$ cat src/sv/xds_pkg.sv
package xds_pkg;

  localparam int Capacity  = 64;
  localparam int FrontierK = 20;
  localparam int IdxW      = 6;
  localparam int CntW      = 7;

  localparam logic [2:0] StUnverified = 3'd0;
  localparam logic [2:0] StAuth       = 3'd1;
  localparam logic [2:0] StFlight     = 3'd3;
  localparam logic [2:0] StUnreach    = 3'd5;
  localparam logic [2:0] StFailed     = 3'd6;

  localparam logic [1:0] OpInsert = 2'd0;
  localparam logic [1:0] OpSet    = 2'd1;
  localparam logic [1:0] OpRead   = 2'd2;
  localparam logic [1:0] OpNone   = 2'd3;

  localparam logic [2:0] RsInserted = 3'd0;
  localparam logic [2:0] RsDup      = 3'd1;
  localparam logic [2:0] RsZero     = 3'd2;
  localparam logic [2:0] RsFull     = 3'd3;
  localparam logic [2:0] RsSet      = 3'd4;
  localparam logic [2:0] RsRead     = 3'd5;
  localparam logic [2:0] RsBad      = 3'd6;

  localparam logic [1:0] CfgW0 = 2'd0;
  localparam logic [1:0] CfgW1 = 2'd1;
  localparam logic [1:0] CfgW2 = 2'd2;
  localparam logic [1:0] CfgW3 = 2'd3;

  typedef struct packed {
    logic [1:0]  opcode;
    logic [63:0] node_w0;
    logic [63:0] node_w1;
    logic [63:0] node_w2;
    logic [63:0] node_w3;
    logic [2:0]  cand_state;
    logic [63:0] peer_ref;
    logic [5:0]  slot;
  } in_word_t;

  typedef struct packed {
    logic [2:0]  status;
    logic [5:0]  position;
    logic [6:0]  entry_count;
    logic [6:0]  frontier_size;
    logic        in_frontier;
    logic [63:0] out_w0;
    logic [63:0] out_w1;
    logic [63:0] out_w2;
    logic [63:0] out_w3;
    logic [2:0]  out_state;
    logic [63:0] out_peer;
  } out_word_t;

  typedef enum logic [3:0] {
    S_IDLE, S_SCAN, S_SCAN_W, S_FIND_END, S_FIND_W, S_EVICT, S_SHIFT_RD, S_SHIFT_WR,
    S_WRITE, S_FRONT, S_FRONT_W, S_OUT_RD, S_OUT_W, S_DONE
  } state_t;

  // controller -> datapath
  typedef struct packed {
    logic            load;       // capture input word
    logic            clr_idx;    // idx = 0
    logic            set_idx_end;// idx = capacity-1 (evict search from top)
    logic            set_idx_at; // idx = fill count (shift start)
    logic            inc_idx;
    logic            dec_idx;
    logic            rd_idx;     // read memory at idx
    logic            rd_idx_m1;  // read memory at idx-1
    logic            eval_scan;  // evaluate scan compare on read data
    logic            wr_shift;   // write held data at idx
    logic            wr_new;     // write new entry at at_r
    logic            wr_dup;     // update duplicate
    logic            wr_state;   // set state op
    logic            eval_front; // frontier accumulate
    logic            rd_pos;     // read memory at pos
    logic            fin;        // build result
    logic [2:0]      status;
  } xds_cmd_t;

  // datapath -> controller
  typedef struct packed {
    logic [1:0] opcode;
    logic       zero_id;
    logic       slot_bad;
    logic       idx_last;    // idx+1 >= fill count
    logic       found_dup;
    logic       found_at;
    logic       full;
    logic       end_found;   // entry held in read data is not in flight
    logic       shift_done;  // idx == at
  } xds_sts_t;

endpackage

$ cat src/sv/xds_ctrl.sv
module xds_ctrl (
  input  logic              clk,
  input  logic              rst_n,
  input  logic              in_valid,
  output logic              in_stall,
  output logic              out_valid,
  input  logic              out_stall,
  input  xds_pkg::xds_sts_t sts,
  output xds_pkg::xds_cmd_t cmd
);

  xds_pkg::state_t state_r, state_nxt;
  logic [2:0] st_r, st_nxt;
  logic       ov_r, ov_nxt;
  logic       done_w;

  assign in_stall  = (state_r != xds_pkg::S_IDLE);
  assign out_valid = ov_r;

  // next state
  always_comb begin
    state_nxt = state_r;
    st_nxt    = st_r;
    unique case (state_r)
      xds_pkg::S_IDLE:
        if (in_valid) state_nxt = xds_pkg::S_SCAN;
      xds_pkg::S_SCAN: begin
        if (sts.opcode == xds_pkg::OpInsert) begin
          if (sts.zero_id) begin
            st_nxt = xds_pkg::RsZero;
            state_nxt = xds_pkg::S_FRONT;
          end else begin
            state_nxt = xds_pkg::S_SCAN_W;
          end
        end else if (sts.opcode == xds_pkg::OpNone || sts.slot_bad) begin
          st_nxt = xds_pkg::RsBad;
          state_nxt = xds_pkg::S_FRONT;
        end else begin
          st_nxt = (sts.opcode == xds_pkg::OpSet) ? xds_pkg::RsSet : xds_pkg::RsRead;
          state_nxt = xds_pkg::S_OUT_RD;
        end
      end
      // per entry: read, compare, decide
      xds_pkg::S_SCAN_W: state_nxt = xds_pkg::S_FIND_END;
      xds_pkg::S_FIND_END: begin
        // evaluated entry idx; continue or decide
        if (sts.found_dup) begin
          st_nxt = xds_pkg::RsDup;
          state_nxt = xds_pkg::S_OUT_RD;
        end else if (!sts.idx_last) begin
          state_nxt = xds_pkg::S_SCAN;
        end else if (!sts.full) begin
          state_nxt = xds_pkg::S_SHIFT_RD;
        end else if (!sts.found_at) begin
          st_nxt = xds_pkg::RsFull;
          state_nxt = xds_pkg::S_FRONT;
        end else begin
          state_nxt = xds_pkg::S_FIND_W;
        end
      end
      // eviction search from the top down to at: read, then check
      xds_pkg::S_FIND_W: state_nxt = xds_pkg::S_EVICT;
      xds_pkg::S_EVICT: begin
        if (sts.end_found) state_nxt = xds_pkg::S_SHIFT_RD;
        else if (sts.shift_done) begin
          st_nxt = xds_pkg::RsFull;
          state_nxt = xds_pkg::S_FRONT;
        end else state_nxt = xds_pkg::S_FIND_W;
      end
      xds_pkg::S_SHIFT_RD: begin
        if (sts.shift_done) state_nxt = xds_pkg::S_WRITE;
        else state_nxt = xds_pkg::S_SHIFT_WR;
      end
      xds_pkg::S_SHIFT_WR: state_nxt = xds_pkg::S_SHIFT_RD;
      xds_pkg::S_WRITE: begin
        st_nxt = xds_pkg::RsInserted;
        state_nxt = xds_pkg::S_FRONT;
      end
      xds_pkg::S_OUT_RD: state_nxt = xds_pkg::S_OUT_W;
      xds_pkg::S_OUT_W: state_nxt = xds_pkg::S_FRONT;
      xds_pkg::S_FRONT: state_nxt = xds_pkg::S_FRONT_W;
      xds_pkg::S_FRONT_W:
        if (sts.idx_last) state_nxt = xds_pkg::S_DONE;
        else state_nxt = xds_pkg::S_FRONT;
      xds_pkg::S_DONE:
        if (!ov_r || !out_stall) state_nxt = xds_pkg::S_IDLE;
      default: state_nxt = xds_pkg::S_IDLE;
    endcase
  end

  assign done_w = (state_r == xds_pkg::S_DONE) && (!ov_r || !out_stall);

  always_comb begin
    ov_nxt = ov_r;
    if (ov_r && !out_stall) ov_nxt = 1'b0;
    if (done_w) ov_nxt = 1'b1;
  end

  // outputs
  always_comb begin
    cmd = '0;
    cmd.status = st_r;
    unique case (state_r)
      xds_pkg::S_IDLE: begin
        cmd.load    = in_valid;
        cmd.clr_idx = in_valid;
      end
      xds_pkg::S_SCAN: cmd.rd_idx = 1'b1;
      xds_pkg::S_SCAN_W: cmd.eval_scan = 1'b1;
      xds_pkg::S_FIND_END: begin
        if (sts.found_dup) cmd.rd_pos = 1'b1;
        else if (!sts.idx_last) begin
          cmd.inc_idx = 1'b1;
        end else if (!sts.full) cmd.set_idx_at = 1'b1;
        else if (sts.found_at) cmd.set_idx_end = 1'b1;
        else cmd.clr_idx = 1'b1;
      end
      xds_pkg::S_FIND_W: cmd.rd_idx = 1'b1;
      xds_pkg::S_EVICT: begin
        // idx stays on the evicted entry when one is found
        if (!sts.end_found) begin
          if (sts.shift_done) cmd.clr_idx = 1'b1;
          else cmd.dec_idx = 1'b1;
        end
      end
      xds_pkg::S_SHIFT_RD: begin
        if (!sts.shift_done) cmd.rd_idx_m1 = 1'b1;
      end
      xds_pkg::S_SHIFT_WR: begin
        cmd.wr_shift = 1'b1;
        cmd.dec_idx  = 1'b1;
      end
      xds_pkg::S_WRITE: begin
        cmd.wr_new  = 1'b1;
        cmd.clr_idx = 1'b1;
      end
      xds_pkg::S_OUT_RD: cmd.rd_pos = 1'b1;
      xds_pkg::S_OUT_W: begin
        if (st_r == xds_pkg::RsDup) cmd.wr_dup = 1'b1;
        if (st_r == xds_pkg::RsSet) cmd.wr_state = 1'b1;
        cmd.clr_idx = 1'b1;
      end
      xds_pkg::S_FRONT: cmd.rd_idx = 1'b1;
      xds_pkg::S_FRONT_W: begin
        cmd.eval_front = 1'b1;
        // last entry: fetch the addressed entry for the result
        if (!sts.idx_last) begin
          cmd.inc_idx = 1'b1;
        end else cmd.rd_pos = 1'b1;
      end
      xds_pkg::S_DONE: begin
        cmd.rd_pos = 1'b0;
        cmd.fin    = done_w;
      end
      default: ;
    endcase
  end

  always_ff @(posedge clk) begin
    if (!rst_n) begin
      state_r <= xds_pkg::S_IDLE;
      st_r    <= '0;
      ov_r    <= 1'b0;
    end else begin
      state_r <= state_nxt;
      st_r    <= st_nxt;
      ov_r    <= ov_nxt;
    end
  end

  // accept only in idle
  a_acc: assert property (@(posedge clk) disable iff (!rst_n)
    (in_valid && !in_stall) |-> state_r == xds_pkg::S_IDLE)
    else $error("accept outside idle");
  // result raised only from done
  a_res: assert property (@(posedge clk) disable iff (!rst_n)
    $rose(ov_r) |-> $past(state_r) == xds_pkg::S_DONE)
    else $error("result without done");
  // a pending result is never overwritten
  a_hold: assert property (@(posedge clk) disable iff (!rst_n)
    (ov_r && out_stall) |-> !cmd.fin)
    else $error("result overwritten");

endmodule

$ cat config.mk
export PLATFORM = sky130hd
export DESIGN_NAME = xds_ctrl
export DESIGN_NICKNAME = d
export VERILOG_FILES = /design/src/sv/xds_pkg.sv /design/src/sv/xds_ctrl.sv
export SDC_FILE = /design/constraint.sdc
export NUM_CORES = 1
export LEC_CHECK = 0
export BUFFER_PORTS_ARGS = -buffer_cell sky130_fd_sc_hd__buf_2
export CAP_MARGIN = 20
export CELL_PAD_IN_SITES_DETAIL_PLACEMENT = 0
export CELL_PAD_IN_SITES_GLOBAL_PLACEMENT = 1
export CORE_MARGIN = 1.5
export CORE_UTILIZATION = 32
export DETAILED_ROUTE_END_ITERATION = 6
export PLACE_DENSITY = 0.88
export SYNTH_ARGS = -nofsm -noshare
export SYNTH_HDL_FRONTEND = slang
export SYNTH_SLANG_ARGS = --single-unit
$ cat constraint.sdc
create_clock -name clk -period 2.5 [get_ports clk]
set_clock_uncertainty 0.2 [all_clocks]
set_input_delay 0.125 -clock clk [delete_from_list [all_inputs] [get_ports clk]]
set_output_delay 0.125 -clock clk [all_outputs]
set_load 0.03 [all_outputs]
==> metrics.txt, run 1 <==
# TYPE chip_impl_metric gauge
chip_impl_info{name="yosysTopAreaCell",value="sky130_fd_sc_hd__dfxtp_1"} 1
chip_impl_metric{name="cts_buffers",unit=""} 3
chip_impl_metric{name="place_hpwl",unit="um"} 1980
chip_impl_metric{name="netlist-cell-type-count",unit=""} 46
chip_impl_metric{name="numClockSinks",unit=""} 8
chip_impl_metric{name="final_min_period_over_clock_period",unit=""} 0.897
chip_impl_metric{name="maxSlewViolCount",unit=""} 0
chip_impl_metric{name="grt_pass1_wl",unit="um"} 4210
chip_impl_metric{name="clock_tree.buffer_depth",unit=""} 2
chip_impl_info{name="critical_path.startpoint_type",value="flop"} 1
chip_impl_metric{name="worst-endpoint-arrival",unit="ns"} 1.92
chip_impl_metric{name="largest_net_degree_at_the_start_of_global_routing",unit=""} 20
chip_impl_metric{name="synthesis.instances",unit=""} 128
chip_impl_info{name="most_common_cell_in_the_synthesized_netlist",value="sky130_fd_sc_hd__nor2_1"} 1
chip_impl_metric{name="synth.avg_cell_area",unit="um2"} 6.87
chip_impl_metric{name="synth_sequential_area_ratio",unit=""} 0.182
chip_impl_metric{name="yosys_warnings",unit=""} 0
chip_impl_info{name="worstSetupPathType",value="reg2out"} 1
chip_impl_metric{name="detail_route.wl_per_cell",unit="um"} 13.4
chip_impl_info{name="endpoint_kind",value="primary output"} 1
chip_impl_metric{name="final_antenna_net_count",unit=""} 0
chip_impl_metric{name="power_density",unit="nW/um2"} 540
chip_impl_info{name="synth_area_leaders",value="sky130_fd_sc_hd__dfxtp_1 (18%), sky130_fd_sc_hd__nor2_1 (6.4%), sky130_fd_sc_hd__nand2_1 (5.5%)"} 1
chip_impl_metric{name="first_pass_iters",unit=""} 4
chip_impl_info{name="yosys_most_used_dff",value="sky130_fd_sc_hd__dfxtp_1"} 1
chip_impl_metric{name="layout.cell_area.non_filler",unit="um2"} 1110
chip_impl_metric{name="total_of_max_cap_violations",unit=""} 0
chip_impl_metric{name="initial_utilization",unit=""} 0.346
chip_impl_metric{name="setup_viol_count_final",unit=""} 0
chip_impl_metric{name="via_count_of_the_first_global_routing_pass",unit=""} 915
chip_impl_info{name="endpoint_of_the_worst_slack_reg_to_reg_timing_path",value="st_r[0]$_SDFFE_PN0P_"} 1
chip_impl_metric{name="power.switching_fraction",unit=""} 0.448
chip_impl_metric{name="finalWorstPathRequiredPeriod",unit="ns"} 2.24
chip_impl_metric{name="rows",unit=""} 18
chip_impl_metric{name="critical_path_peak_fanout",unit=""} 16
chip_impl_metric{name="asyncSetResetFlopFracSynth",unit=""} 0
chip_impl_metric{name="comb_power_share",unit=""} 0.561
chip_impl_metric{name="drive_gt1_frac",unit=""} 0.288
chip_impl_metric{name="io_buffers",unit=""} 34
chip_impl_metric{name="crit_required",unit="ns"} 2.17
chip_impl_metric{name="synth_edf_count",unit=""} 0
chip_impl_metric{name="internal_power",unit="W"} 0.000329
chip_impl_metric{name="f_max",unit="MHz"} 446
chip_impl_metric{name="power_frac_seq",unit=""} 0.280
chip_impl_metric{name="p_leak",unit="nW"} 0.521
chip_impl_metric{name="drc",unit=""} 0
chip_impl_metric{name="hold_slack",unit="ns"} 0.0148
chip_impl_metric{name="clock_latency",unit="ns"} 0.25
chip_impl_metric{name="top_level_ports",unit=""} 35
chip_impl_metric{name="core_area",unit="um2"} 2540
chip_impl_metric{name="finalHoldViolCount",unit=""} 0
chip_impl_metric{name="min_delay_path_depth",unit=""} 3
chip_impl_info{name="status",value="finished clean"} 1
chip_impl_metric{name="htree_num_levels",unit=""} 1
chip_impl_metric{name="die-area",unit="um2"} 3070
chip_impl_metric{name="synth_seq_cells",unit=""} 8
chip_impl_metric{name="maxSlewHeadroom",unit=""} 0.657
chip_impl_metric{name="detail_route.iter0.violations",unit=""} 46
chip_impl_metric{name="antenna_found_initial",unit=""} 0
chip_impl_metric{name="finish.net_count",unit=""} 176
chip_impl_metric{name="power_frac_clock",unit=""} 0.159
chip_impl_metric{name="post_cts_resized",unit=""} 0
chip_impl_info{name="root_buf_cell",value="sky130_fd_sc_hd__clkbuf_4"} 1
chip_impl_metric{name="max-vdd-ir-drop",unit="uV"} 357
chip_impl_metric{name="synthToLayoutAreaGrowth",unit="%"} 25.7
chip_impl_info{name="tritoncts",value="done"} 1
chip_impl_metric{name="place_area",unit="um2"} 1070
chip_impl_metric{name="grt.total_usage",unit=""} 0.165
chip_impl_metric{name="antennaDiodeCount",unit=""} 0
chip_impl_info{name="timing.rr.start",value="state_r[2]$_SDFFE_PN0P_"} 1
chip_impl_info{name="hold_path.startpoint",value="rst_n"} 1
chip_impl_info{name="rsz0062_at_grt",value="false"} 1
chip_impl_info{name="synthTopCellsByCount",value="sky130_fd_sc_hd__nor2_1 (15), sky130_fd_sc_hd__nand2_1 (13), sky130_fd_sc_hd__dfxtp_1 (8)"} 1
chip_impl_metric{name="worst-r2r-cell-count",unit=""} 4
chip_impl_metric{name="post_cts_buffers",unit=""} 0
chip_impl_metric{name="overflow",unit=""} 0
chip_impl_metric{name="worst_slew_pin_slew",unit="ns"} 0.514
chip_impl_metric{name="clk_pin_slew_worst_paths",unit="ns"} 0.05
chip_impl_metric{name="mappedNetlistArea",unit="um2"} 880
chip_impl_metric{name="timing.setup.tns",unit="ns"} 0
chip_impl_metric{name="post_drt_via_cell_ratio",unit=""} 5.56
chip_impl_metric{name="vias_post_dr",unit=""} 1056
chip_impl_metric{name="die_w",unit="um"} 55.4
chip_impl_metric{name="wirelength",unit="um"} 2550
chip_impl_info{name="hold_worst_path_end",value="state_r[0]$_SDFFE_PN0P_"} 1
chip_impl_metric{name="synth.net_count",unit=""} 142
chip_impl_metric{name="fp.dieH",unit="um"} 55.4
chip_impl_metric{name="area_share_of_the_leading_cell_type_in_the_synthesized_netlist",unit=""} 0.182
chip_impl_metric{name="r2r_setup_slack",unit="ns"} 0.45
chip_impl_metric{name="place.gp.congestion",unit=""} 0.881
chip_impl_metric{name="sw_power",unit="W"} 0.000268
chip_impl_info{name="worst_hold_path_class",value="in2reg"} 1
## flip-flops by register name, summed over array words and instances, names as in the netlist
register,count
out_valid,1
st_r,3
state_r,4
## worst max-delay path, cell delays in order (launching register included)
cell	delay [ns]
sky130_fd_sc_hd__dfxtp_1	0.64
sky130_fd_sc_hd__buf_4	0.25
sky130_fd_sc_hd__nand4bb_1	0.18
sky130_fd_sc_hd__nor2_1	0.10
sky130_fd_sc_hd__a221o_1	0.32
sky130_fd_sc_hd__buf_2	0.18
## worst max path at each step
stage | start | end | slack (ns) | cells past startpoint
after floorplan | state_r[0]$_SDFFE_PN0P_ | cmd[4] | 0.34 | 4
after global placement | state_r[2]$_SDFFE_PN0P_ | st_r[1]$_SDFFE_PN0P_ | 0.53 | 4
after detailed placement | state_r[2]$_SDFFE_PN0P_ | st_r[0]$_SDFFE_PN0P_ | 0.47 | 4
after CTS | state_r[2]$_SDFFE_PN0P_ | cmd[17] | 0.29 | 5
after global routing | state_r[1]$_SDFFE_PN0P_ | cmd[15] | 0.14 | 6
final | state_r[2]$_SDFFE_PN0P_ | cmd[17] | 0.26 | 5
## through the flow
| step | utilization | total power [W] | cells | setup slack (ns) |
|---|---|---|---|---|
| floorplan | - | 0.000411 | 128 | 0.336 |
| global placement | 0.422 | 0.000497 | 186 | 0.531 |
| detailed placement | 0.422 | 0.000500 | 186 | 0.472 |
| CTS | 0.435 | 0.000600 | 190 | 0.286 |
| global route | 0.435 | 0.000639 | 190 | 0.144 |
| finish | 0.435 | 0.000597 | 190 | 0.258 |
## layout by cell type (no fill, tap or decap), drive strengths merged, types with 2 or more instances in the layout
| cell | instances |
|---|---|
| nor3b | 5 |
| dfxtp | 8 |
| nor3 | 5 |
| mux2i | 3 |
| o21ai | 7 |
| a31oi | 3 |
| a21oi | 5 |
| o211ai | 2 |
| o221ai | 2 |
| inv | 5 |
| or3 | 2 |
| nand3 | 3 |
| a211oi | 3 |
| nor2b | 2 |
| and3 | 2 |
| a31o | 2 |
| nand2 | 13 |
| clkbuf | 3 |
| buf | 39 |
| nor2 | 15 |
| nand2b | 7 |
## final cells by class
type,count,area [um2]
Inverter,5,18.8
Tap cell,30,37.5
Clock buffer,3,22.5
Fill cell,268,1440
Sequential cell,8,160
Timing Repair Buffer,40,218
Multi-Input combinational cell,104,649
## power by group through the flow
| stage | registers (W) | logic (W) | clock network (W) |
|---|---|---|---|
| 3_3_place_gp | 0.000167 | 0.000330 | 0 |
| 3_5_place_dp | 0.000168 | 0.000331 | 0 |
| 5_1_grt | 0.000170 | 0.000364 | 0.000105 |
| 6_report | 0.000167 | 0.000335 | 0.0000948 |
| 2_1_floorplan | 0.000178 | 0.000233 | 0 |
| 4_1_cts | 0.000166 | 0.000334 | 0.000100 |
## metal layers
metal  up-vias  global-route usage  routed length, um
met3         2              0.0281                250
met5         -                   0                  0
met4         0              0.0418                 17
met1       459               0.240               1220
li1        528                   -                  -
met2        67               0.250               1060
## cell families (layout without fill, tap and decap cells)
logic type,Yosys count,after routing,synth area share
AND/OR/NAND/NOR,64,64,0.394
multiplexers,4,4,0.0469
buffers and inverters,16,48,0.0797
flip-flops,8,8,0.182
AO/OA/AOI/OAI,34,34,0.277
XOR/XNOR,2,2,0.0199
## repair_timing
| action | in CTS | in global routing |
|---|---|---|
| hold buffers | 1 | 0 |
| endpoints found under the hold margin | 1 | 0 |
| endpoints found under the setup margin | 0 | 0 |
No activity file was read; power rests on OpenSTA's default activity.
==> inputs of run 2 (changes only) <==
CELL_PAD_IN_SITES_DETAIL_PLACEMENT = unset   (was 0)
CELL_PAD_IN_SITES_GLOBAL_PLACEMENT = unset   (was 1)
CORE_UTILIZATION = 48   (was 32)
PLACE_DENSITY = 0.89   (was 0.88)
==> metrics.txt, run 2 (synthesis gave the netlist of run 1 again) <==
# TYPE chip_impl_metric gauge
chip_impl_metric{name="top_level_ports",unit=""} 35
chip_impl_metric{name="clock_latency",unit="ns"} 0.25
chip_impl_metric{name="crit_path_max_incr_delay",unit="ns"} 0.38
chip_impl_metric{name="path_buf_inv",unit=""} 2
chip_impl_info{name="worstSetupPathType",value="reg2out"} 1
chip_impl_info{name="endpoint_of_the_worst_slack_reg_to_reg_timing_path",value="st_r[1]$_SDFFE_PN0P_"} 1
chip_impl_metric{name="numClockSinks",unit=""} 8
chip_impl_metric{name="power_frac_seq",unit=""} 0.268
chip_impl_metric{name="core_area",unit="um2"} 1730
chip_impl_metric{name="wirelength",unit="um"} 2550
chip_impl_metric{name="crit_required",unit="ns"} 2.17
chip_impl_metric{name="total_of_max_cap_violations",unit=""} 0
chip_impl_metric{name="register_area",unit="um2"} 160
chip_impl_metric{name="f_max",unit="MHz"} 465
chip_impl_metric{name="grt.total_usage",unit=""} 0.251
chip_impl_metric{name="final_min_period_over_clock_period",unit=""} 0.861
chip_impl_metric{name="die_w",unit="um"} 45.8
chip_impl_metric{name="place.gp.congestion",unit=""} 0.944
chip_impl_metric{name="comb_power_share",unit=""} 0.567
chip_impl_metric{name="fin_total_pwr",unit="W"} 0.000602
chip_impl_metric{name="r2r_setup_slack",unit="ns"} 0.52
chip_impl_metric{name="via_count_of_the_first_global_routing_pass",unit=""} 980
chip_impl_metric{name="max_ffs_per_register",unit=""} 4
chip_impl_metric{name="first_pass_iters",unit=""} 4
chip_impl_metric{name="power.switching_fraction",unit=""} 0.452
chip_impl_metric{name="finish.net_count",unit=""} 177
chip_impl_info{name="worst_hold_path_class",value="in2reg"} 1
chip_impl_info{name="rsz0062_at_grt",value="false"} 1
chip_impl_metric{name="post_cts_resized",unit=""} 0
chip_impl_metric{name="maxSlewHeadroom",unit=""} 0.789
chip_impl_metric{name="detail_route.wl_per_cell",unit="um"} 13.7
chip_impl_metric{name="finalHoldViolCount",unit=""} 0
chip_impl_metric{name="worst_slew_pin_slew",unit="ns"} 0.315
chip_impl_metric{name="critical_path_peak_fanout",unit=""} 15
chip_impl_info{name="layout_commonest_cell",value="sky130_fd_sc_hd__buf_2"} 1
chip_impl_metric{name="timing.setup.tns",unit="ns"} 0
chip_impl_info{name="endpoint_kind",value="primary output"} 1
chip_impl_metric{name="clk_pin_slew_worst_paths",unit="ns"} 0.06
chip_impl_info{name="crit_chain",value="buf_4 -> and2b_1 -> nand3_1 -> o21ai_0 -> a221o_1 -> buf_2"} 1
chip_impl_metric{name="place_hpwl",unit="um"} 1960
chip_impl_metric{name="drive_gt1_frac",unit=""} 0.286
chip_impl_metric{name="worst-endpoint-arrival",unit="ns"} 1.83
chip_impl_metric{name="finalWorstPathRequiredPeriod",unit="ns"} 2.15
chip_impl_info{name="timing.rr.start",value="state_r[0]$_SDFFE_PN0P_"} 1
chip_impl_info{name="cpLargestDelayFamily",value="compound AO/OA/AOI/OAI gates"} 1
chip_impl_metric{name="initial_utilization",unit=""} 0.509
chip_impl_metric{name="sw_power",unit="W"} 0.000272
chip_impl_metric{name="maxSlewViolCount",unit=""} 0
chip_impl_metric{name="htree_num_levels",unit=""} 1
chip_impl_metric{name="die-area",unit="um2"} 2100
chip_impl_metric{name="p_leak",unit="nW"} 0.526
chip_impl_metric{name="detail_route.iter0.violations",unit=""} 37
chip_impl_metric{name="io_buffers",unit=""} 34
chip_impl_metric{name="power_frac_clock",unit=""} 0.165
chip_impl_metric{name="antenna_found_initial",unit=""} 0
chip_impl_metric{name="largest_net_degree_at_the_start_of_global_routing",unit=""} 20
chip_impl_metric{name="cts_buffers",unit=""} 3
chip_impl_info{name="status",value="finished clean"} 1
chip_impl_metric{name="vias_post_dr",unit=""} 1072
chip_impl_metric{name="overflow",unit=""} 0
chip_impl_metric{name="antennaDiodeCount",unit=""} 0
chip_impl_info{name="critical_path.startpoint_type",value="flop"} 1
chip_impl_metric{name="grt_pass1_wl",unit="um"} 3860
chip_impl_metric{name="final_antenna_net_count",unit=""} 0
chip_impl_metric{name="synthToLayoutAreaGrowth",unit="%"} 26.2
chip_impl_metric{name="setup_viol_count_final",unit=""} 0
chip_impl_metric{name="internal_power",unit="W"} 0.000330
chip_impl_metric{name="post_drt_via_cell_ratio",unit=""} 5.76
chip_impl_metric{name="drc",unit=""} 0
chip_impl_metric{name="power_density",unit="nW/um2"} 542
chip_impl_info{name="tritoncts",value="done"} 1
chip_impl_metric{name="fp.dieH",unit="um"} 45.8
chip_impl_info{name="layout.cells.most_common_list",value="sky130_fd_sc_hd__buf_2 (34), sky130_fd_sc_hd__nor2_1 (15), sky130_fd_sc_hd__nand2_1 (13), sky130_fd_sc_hd__dfxtp_1 (8)"} 1
chip_impl_metric{name="min_delay_path_depth",unit=""} 3
chip_impl_metric{name="clock_tree.buffer_depth",unit=""} 2
chip_impl_info{name="hold_path.startpoint",value="in_valid"} 1
chip_impl_metric{name="multi_input_area",unit="um2"} 649
chip_impl_metric{name="rows",unit=""} 15
chip_impl_metric{name="worst-r2r-cell-count",unit=""} 4
chip_impl_info{name="critical_path.slowest_cell",value="sky130_fd_sc_hd__dfxtp_1"} 1
chip_impl_info{name="root_buf_cell",value="sky130_fd_sc_hd__clkbuf_4"} 1
chip_impl_metric{name="num-fill-cells",unit=""} 171
chip_impl_info{name="registers.top_by_ff_count",value="state_r"} 1
chip_impl_info{name="hold_worst_path_end",value="state_r[0]$_SDFFE_PN0P_"} 1
chip_impl_metric{name="max-vdd-ir-drop",unit="uV"} 249
-- run 2: worst max-delay path by stage --
stage | start | end | slack [ns] | depth (start not counted)
2_1_floorplan | state_r[0]$_SDFFE_PN0P_ | cmd[4] | 0.34 | 4
3_3_place_gp | state_r[0]$_SDFFE_PN0P_ | st_r[1]$_SDFFE_PN0P_ | 0.62 | 4
3_5_place_dp | state_r[0]$_SDFFE_PN0P_ | st_r[1]$_SDFFE_PN0P_ | 0.54 | 4
4_1_cts | state_r[2]$_SDFFE_PN0P_ | cmd[17] | 0.37 | 6
5_1_grt | state_r[3]$_SDFFE_PN0P_ | cmd[17] | 0.29 | 6
6_report | state_r[2]$_SDFFE_PN0P_ | cmd[17] | 0.35 | 6
-- run 2: cell type report --
type	instances	area share
Timing Repair Buffer	41	0.205
Multi-Input combinational cell	104	0.585
Clock buffer	3	0.0203
Tap cell	25	0.0282
Sequential cell	8	0.144
Inverter	5	0.0169
-- run 2: what timing repair did --
item	CTS	global route
setup buffers	0	0
hold buffers	2	0
endpoints found under the hold margin	3	0
-- run 2: through the flow --
stage / hold WS (ns) / cells / util / instance area [um2] / setup slack, ns
after floorplan: 0.0896 / 128 / - / 880 / 0.336
after global placement: 0.241 / 181 / 0.618 / 1070 / 0.616
after detailed placement: 0.242 / 181 / 0.618 / 1070 / 0.540
after CTS: 0.0524 / 186 / 0.643 / 1110 / 0.373
after global routing: 0.0906 / 186 / 0.643 / 1110 / 0.291
final: 0.0586 / 186 / 0.643 / 1110 / 0.349
-- run 2: tightest hold or removal path, delay by kind of cell --
kind,cells,cell delay (ns)
buf+inv,1,0.11
compound gates,2,0.23
-- run 2: power groups by stage --
stage               Sequential, W  Clock [W]  Combinational [W]
floorplan                0.000178          0           0.000233
global placement         0.000163          0           0.000327
detailed placement       0.000164          0           0.000335
CTS                      0.000161   0.000102           0.000338
global route             0.000164   0.000108           0.000368
finish                   0.000161  0.0000990           0.000341
-- run 2: routing by layer --
layer / vias up / track usage / share of wire
met5: - / 0 / 0
met1: 467 / 0.289 / 0.43
met3: 6 / 0.0317 / 0.076
met2: 67 / 0.425 / 0.47
met4: 0 / 0.171 / 0.022
li1: 532 / - / -
